$ cat config.mk
export PLATFORM = sky130hd
export DESIGN_NAME = ordered_list_engine
export DESIGN_NICKNAME = d
export VERILOG_FILES = /design/src/sv/olist_pkg.sv /design/src/sv/olist_cell.sv /design/src/sv/ordered_list_engine.sv
export SDC_FILE = /design/constraint.sdc
export NUM_CORES = 1
export LEC_CHECK = 0
export BUFFER_PORTS_ARGS = -buffer_cell sky130_fd_sc_hd__buf_2
export CAP_MARGIN = 20
export CORE_MARGIN = 3
export CORE_UTILIZATION = 52
export DETAILED_ROUTE_END_ITERATION = 10
export HOLD_SLACK_MARGIN = 0.06
export PLACE_DENSITY = 0.7
export SYNTH_ARGS = -nofsm -noshare
export SYNTH_HDL_FRONTEND = slang
export SYNTH_SLANG_ARGS = --single-unit
$ cat constraint.sdc
create_clock -name clk -period 6.3 [get_ports clk]
set_clock_uncertainty 0.15 [all_clocks]
set_input_delay 0.315 -clock clk [delete_from_list [all_inputs] [get_ports clk]]
set_output_delay 0.315 -clock clk [all_outputs]
set_load 0.1 [all_outputs]
$ cat src/sv/olist_pkg.sv
// ----------------------------------------------------------------------------
// olist_pkg
// shared constants, codes and types for the ordered list engine
// ----------------------------------------------------------------------------
package olist_pkg;

  localparam int CAPACITY   = 16;
  localparam int VALUE_BITS = 32;
  localparam int IDX_W      = $clog2(CAPACITY);
  localparam int CNT_W      = $clog2(CAPACITY + 1);

  localparam int MODE_W      = 2;
  localparam int IN_VALUE_W  = 32;
  localparam int STATUS_W    = 2;
  localparam int POS_W       = 4;
  localparam int CNT_OUT_W   = 5;

  typedef enum logic [MODE_W-1:0] {
    MODE_APPEND    = 2'd0,
    MODE_REMOVE    = 2'd1,
    MODE_LOOKUP    = 2'd2,
    MODE_DROP_TAIL = 2'd3
  } mode_t;

  typedef enum logic [STATUS_W-1:0] {
    ST_OK      = 2'd0,
    ST_FULL    = 2'd1,
    ST_MISSING = 2'd2,
    ST_EMPTY   = 2'd3
  } status_t;

  typedef logic [VALUE_BITS-1:0] entry_t;

  // per-cell view of the fill level
  typedef struct packed {
    logic occupied;
    logic tail_slot;
  } cell_ctl_t;

  // commands broadcast to every cell
  typedef struct packed {
    logic append_en;
    logic remove_en;
  } list_cmd_t;

endpackage

$ cat src/sv/olist_cell.sv
// ----------------------------------------------------------------------------
// olist_cell
// one list slot: holds an entry, compares it with the key, passes the
// first-match chain on and takes its right neighbor's entry to close a gap
// ----------------------------------------------------------------------------
module olist_cell (
  input  logic                clk,
  input  olist_pkg::cell_ctl_t ctl,
  input  olist_pkg::list_cmd_t cmd,
  input  olist_pkg::entry_t    key,
  input  logic                found_in,
  input  olist_pkg::entry_t    next_entry,
  output olist_pkg::entry_t    entry,
  output logic                found_out,
  output logic                first
);
  import olist_pkg::*;

  logic match;

  assign match     = ctl.occupied && (entry == key);
  assign found_out = found_in || match;
  assign first     = match && !found_in;

  always_ff @(posedge clk) begin
    if (cmd.append_en && ctl.tail_slot) begin
      entry <= key;
    end else if (cmd.remove_en && found_out) begin
      entry <= next_entry;
    end
  end

endmodule

$ cat src/sv/ordered_list_engine.sv
// ----------------------------------------------------------------------------
// ordered_list_engine
// fixed-capacity list of signed words in insertion order, held in a row of
// shifting cells
// ----------------------------------------------------------------------------
// Input channel (in_valid/in_ready) carries mode and value: append, remove
// first match, look up first match, or drop the tail entry. Each transfer
// gives exactly one result on the output channel (out_valid/out_ready) with
// status, position and entry_count after the operation.
// Every cell compares its entry with the key at once; a first-match chain
// runs through the row and the matching cell and the cells past it take
// their neighbor's entry in the same cycle. The result is in the output
// register on the cycle after the transfer, and a new item is taken every
// cycle while the receiver keeps up.
// If the receiver stalls, the result holds and in_ready drops until it is
// taken; no list state changes meanwhile.
// Reset empties the list (count zero) and clears out_valid; entry contents
// are not cleared, since only entries below the count are ever compared.
// ----------------------------------------------------------------------------
module ordered_list_engine (
  input  logic                          clk,
  input  logic                          rst,
  input  logic                          in_valid,
  output logic                          in_ready,
  input  logic [olist_pkg::MODE_W-1:0]  mode,
  input  logic signed [olist_pkg::IN_VALUE_W-1:0] value,
  output logic                          out_valid,
  input  logic                          out_ready,
  output logic [olist_pkg::STATUS_W-1:0]  status,
  output logic [olist_pkg::POS_W-1:0]     position,
  output logic [olist_pkg::CNT_OUT_W-1:0] entry_count
);
  import olist_pkg::*;

  logic [CNT_W-1:0]  count;
  logic [CNT_W-1:0]  count_next;
  logic              accept;
  entry_t            key;
  list_cmd_t         cmd;
  cell_ctl_t         ctl   [CAPACITY];
  entry_t            entries [CAPACITY];
  logic [CAPACITY:0] found;
  logic [CAPACITY-1:0] first;
  logic [IDX_W-1:0]  match_idx;
  logic              any_match;
  status_t           status_next;
  logic [IDX_W-1:0]  pos_next;

  assign in_ready  = !out_valid || out_ready;
  assign accept    = in_valid && in_ready;
  assign key       = entry_t'(value);
  assign found[0]  = 1'b0;
  assign any_match = found[CAPACITY];

  // cell row
  for (genvar i = 0; i < CAPACITY; i++) begin : g_cell
    assign ctl[i].occupied  = CNT_W'(i) < count;
    assign ctl[i].tail_slot = CNT_W'(i) == count;

    if (i == CAPACITY - 1) begin : g_last
      olist_cell u_cell (
        .clk        (clk),
        .ctl        (ctl[i]),
        .cmd        (cmd),
        .key        (key),
        .found_in   (found[i]),
        .next_entry (entries[i]),
        .entry      (entries[i]),
        .found_out  (found[i+1]),
        .first      (first[i])
      );
    end else begin : g_mid
      olist_cell u_cell (
        .clk        (clk),
        .ctl        (ctl[i]),
        .cmd        (cmd),
        .key        (key),
        .found_in   (found[i]),
        .next_entry (entries[i+1]),
        .entry      (entries[i]),
        .found_out  (found[i+1]),
        .first      (first[i])
      );
    end
  end

  // one-hot first match to index
  always_comb begin
    match_idx = '0;
    for (int i = 0; i < CAPACITY; i++) begin
      if (first[i]) begin
        match_idx = match_idx | IDX_W'(i);
      end
    end
  end

  always_comb begin
    cmd         = '0;
    status_next = ST_OK;
    pos_next    = '0;
    count_next  = count;
    unique case (mode_t'(mode))
      MODE_APPEND: begin
        if (count >= CNT_W'(CAPACITY)) begin
          status_next = ST_FULL;
        end else begin
          cmd.append_en = accept;
          pos_next      = IDX_W'(count);
          count_next    = count + 1'b1;
        end
      end
      MODE_REMOVE: begin
        if (count == '0) begin
          status_next = ST_EMPTY;
        end else if (any_match) begin
          cmd.remove_en = accept;
          pos_next      = match_idx;
          count_next    = count - 1'b1;
        end else begin
          status_next = ST_MISSING;
        end
      end
      MODE_LOOKUP: begin
        if (count == '0) begin
          status_next = ST_EMPTY;
        end else if (any_match) begin
          pos_next = match_idx;
        end else begin
          status_next = ST_MISSING;
        end
      end
      MODE_DROP_TAIL: begin
        if (count == '0) begin
          status_next = ST_EMPTY;
        end else begin
          count_next = count - 1'b1;
        end
      end
      default: begin
        status_next = ST_OK;
      end
    endcase
  end

  always_ff @(posedge clk) begin
    if (rst) begin
      count     <= '0;
      out_valid <= 1'b0;
    end else begin
      if (accept) begin
        count     <= count_next;
        out_valid <= 1'b1;
      end else if (out_ready) begin
        out_valid <= 1'b0;
      end
    end
  end

  always_ff @(posedge clk) begin
    if (accept) begin
      status      <= status_next;
      position    <= POS_W'(pos_next);
      entry_count <= CNT_OUT_W'(count_next);
    end
  end

  // checks
  a_count_bound: assert property (@(posedge clk) disable iff (rst)
    count <= CNT_W'(CAPACITY))
    else $error("entry count above capacity");

  a_append_grows: assert property (@(posedge clk) disable iff (rst)
    (accept && mode_t'(mode) == MODE_APPEND && count < CNT_W'(CAPACITY))
    |=> count == $past(count) + 1'b1)
    else $error("append did not grow the list");

  a_lookup_keeps: assert property (@(posedge clk) disable iff (rst)
    (accept && mode_t'(mode) == MODE_LOOKUP) |=> count == $past(count))
    else $error("lookup changed the list");

  a_full_status: assert property (@(posedge clk) disable iff (rst)
    (out_valid && status_t'(status) == ST_FULL)
    |-> entry_count == CNT_OUT_W'(CAPACITY))
    else $error("full status with room left");

  a_empty_status: assert property (@(posedge clk) disable iff (rst)
    (out_valid && status_t'(status) == ST_EMPTY) |-> entry_count == '0)
    else $error("empty status with entries held");

endmodule

==> flow_summary.yaml <==
outcome:
  outcome: "finished clean"
synthesis:
  synth-xor-area-share_pct: 14.8
  yosysTopAreaCell: "edfxtp_1"
  synth.area.mux_share_pct: 16.7
  synth-simple-area-share_pct: 10.4
  syn_avg_cell_area_um2: 12.9
  synth-compound-area-share_pct: 2.53
  synth_edf_count: 523
  synth_top_family_by_area: "multiplexers"
  ys_top_cells_by_count: "edfxtp_1, mux2_2, xnor2_1"
  synth_nets: 2455
  synth_area_um2: 30900
  yosys.cell_types.count: 74
  synth_area_leaders: "edfxtp_1, mux2_2, xnor2_1, xor2_1, nand4_1"
  synth_seq_area_share_pct: 51.2
  synth_ff_type: "edfxtp_1"
  yosys_warnings: 0
  async_reset_ff_share_pct: 0
  yosysMostFrequentCell: "edfxtp_1"
  synthCells: 2405
  synth_seq_cells: 529
  synthAdderAreaFrac_pct: 0.486
  synth_top_area_share_pct: 50.8
detailed_routing:
  routed_wl_um: 96000
  drt-wirelength-per-cell_um: 29.8
  dr.pass1.iters: 6
  vias_per_cell: 6.52
  ant_nets: 0
  drc: 0
  vias: 20991
  drt_iter0_markers: 2532
sta:
  setup_slack_ps: 1570
  fmax_mhz: 212
  min_period_ps: 4730
  fin_hold_ws_ps: 101
  finalSetupTns_ps: 0
  rsz0062_at_grt: "no"
  slew_violations: 0
  relSlewSlack_pct: 30.1
  setup-violations-final: 0
  hold_violations: 0
  worst_slew_pin_slew_ps: 1050
  period_share_pct: 75.0
clock_tree:
  root_buffer: "clkbuf_16"
  post-cts-setup-buffers: 0
  cts_buffers: 57
  htree_levels: 2
  clock_latency_ps: 640
  clock-sinks: 529
  clkTransAtPathRegs_ps: 70
  cts_resized: 0
  clock_path_buffers: 3
  cts_tree: "done"
place:
  hpwl_um: 66900
  placed_cell_area_um2: 31600
  place_congestion: 0.996
  pre_cts_ws_ps: 1630
  io_buffers: 50
global_routing:
  grt_usage_pct: 30.2
  grt_max_degree: 36
  antenna_found_initial: 2
  grt_overflow: 0
  grt_pass1_wl_um: 141000
  grt_pass1_vias: 20767
worst_setup_path:
  critical_path.max_fanout: 25
  start_kind: "flip-flop"
  path_class: "reg -> reg"
  worstPathRequired_ps: 6440
  end_kind: "flip-flop"
  cp_data_arrival_time_ps: 4870
finish:
  utilization_pct: 57.8
  design_area_um2: 33700
  drive_above_1_share_pct: 29.0
  num-fill-cells: 4633
  final-seq-area_um2: 15800
  multi_input_area_um2: 13900
  area_growth_pct: 8.91
  nNetsFinal: 2455
floorplanning:
  rows: 88
  ioPinCount: 51
  start_util_pct: 53.1
  die_w_um: 250
  coreArea_um2: 58200
  dieHeight_um: 250
  dieArea_um2: 62400
worst_hold_path:
  holdCritPathClass: "in -> reg"
job:
  drv_cap: 0
power:
  power_density_nw_per_um2: 241
  ir_drop_mv: 0.220
  leakage_nw: 10.8
==> kinds of logic after synthesis <==
| family | after synthesis |
|---|---|
| AO/OA/AOI/OAI | 117 |
| XOR/XNOR | 515 |
| adder cells (fa/ha/maj) | 12 |
| buffers and inverters | 209 |
| flip-flops | 529 |
| multiplexers | 459 |
| AND/OR/NAND/NOR | 564 |
==> layout by cell type (no fill, tap or decap), drive strengths merged, types with 4 or more instances in the layout <==
| master | instances |
|---|---|
| or4 | 8 |
| mux2 | 458 |
| buf | 124 |
| a211o | 5 |
| clkbuf | 68 |
| nand4b | 8 |
| bufinv | 8 |
| a21oi | 21 |
| or2 | 5 |
| a31oi | 7 |
| nor3b | 4 |
| nand4 | 168 |
| or3 | 8 |
| nor2 | 46 |
| xnor2 | 382 |
| dlygate4sd3 | 11 |
| xor2 | 133 |
| and4 | 5 |
| nor4b | 14 |
| nand2 | 99 |
| nand2b | 4 |
| nand3 | 38 |
| o21ai | 44 |
| ha | 12 |
| nor3 | 44 |
| clkinv | 26 |
| and3 | 13 |
| o211ai | 5 |
| a21o | 5 |
| nor2b | 11 |
| nor4 | 81 |
| inv | 18 |
| edfxtp | 523 |
| dfxtp | 6 |
==> registers in the layout (all words and copies together), names as in the netlist <==
name / count
status: 2
g_cell.g_last.u_cell.entry: 32
position: 4
count: 5
out_valid: 1
g_cell.g_mid.u_cell.entry: 480
entry_count: 5
==> metrics by stage <==
stage / instances / power, mW
4_1_cts: 3217 / 8.13
3_3_place_gp: 3099 / 4.65
3_5_place_dp: 3099 / 4.65
2_1_floorplan: 2405 / 4.44
6_report: 3219 / 8.12
5_1_grt: 3219 / 8.31
==> critical path: stages, from the launching register on <==
cell      delay (ps)
dfxtp_1          810
clkinv_1         570
ha_1             370
o21ai_0          480
nand4_1          380
nand4_1          390
nor4b_4          170
nand2_2          170
nand2_1          110
o21ai_2          370
buf_4            390
==> path summary, 6_finish.rpt <==
kind                                    startpoint                                 end  slack, ps  cells after the start
setup / recovery                          count[1]    g_cell[1].g_mid.u_cell.entry[20]       1570                     10
hold / removal                           value[16]  g_cell[15].g_last.u_cell.entry[16]        100                      1
setup reg to reg                          count[1]    g_cell[1].g_mid.u_cell.entry[20]       1570                     10
hold reg to reg   g_cell[1].g_mid.u_cell.entry[15]    g_cell[0].g_mid.u_cell.entry[15]        440                      2
==> routing by layer <==
metal / share of wire, % / track usage (%)
met1: 42 / 44.1
met2: 44 / 45.8
met3: 9.5 / 4.54
met4: 4.2 / 11.5
met5: 0.011 / 0
==> power breakdown <==
part           leakage (nW)  total [mW]  internal [mW]  switching (mW)
registers              4.76        3.86           3.84          0.0161
clock network         0.961        3.52           2.05            1.47
logic                  5.10       0.743          0.218           0.526
total                  10.8        8.12           6.11            2.01
==> cell type report <==
class	instances	share of cell area (%)
multi-input combinational	1667	41.4
clock buffer	68	4.51
inverter	15	0.167
antenna	1	0.00743
sequential	529	47.0
tap	765	2.84
timing repair buffer	135	2.82
clock inverter	39	1.25
==> what timing repair did <==
item / 4_1_cts / 5_1_grt
hold endpoints to repair: 12 / 0
setup endpoints to repair: 0 / 0
hold buffers: 11 / 0
Note: power is estimated with default switching activity, not from simulation.
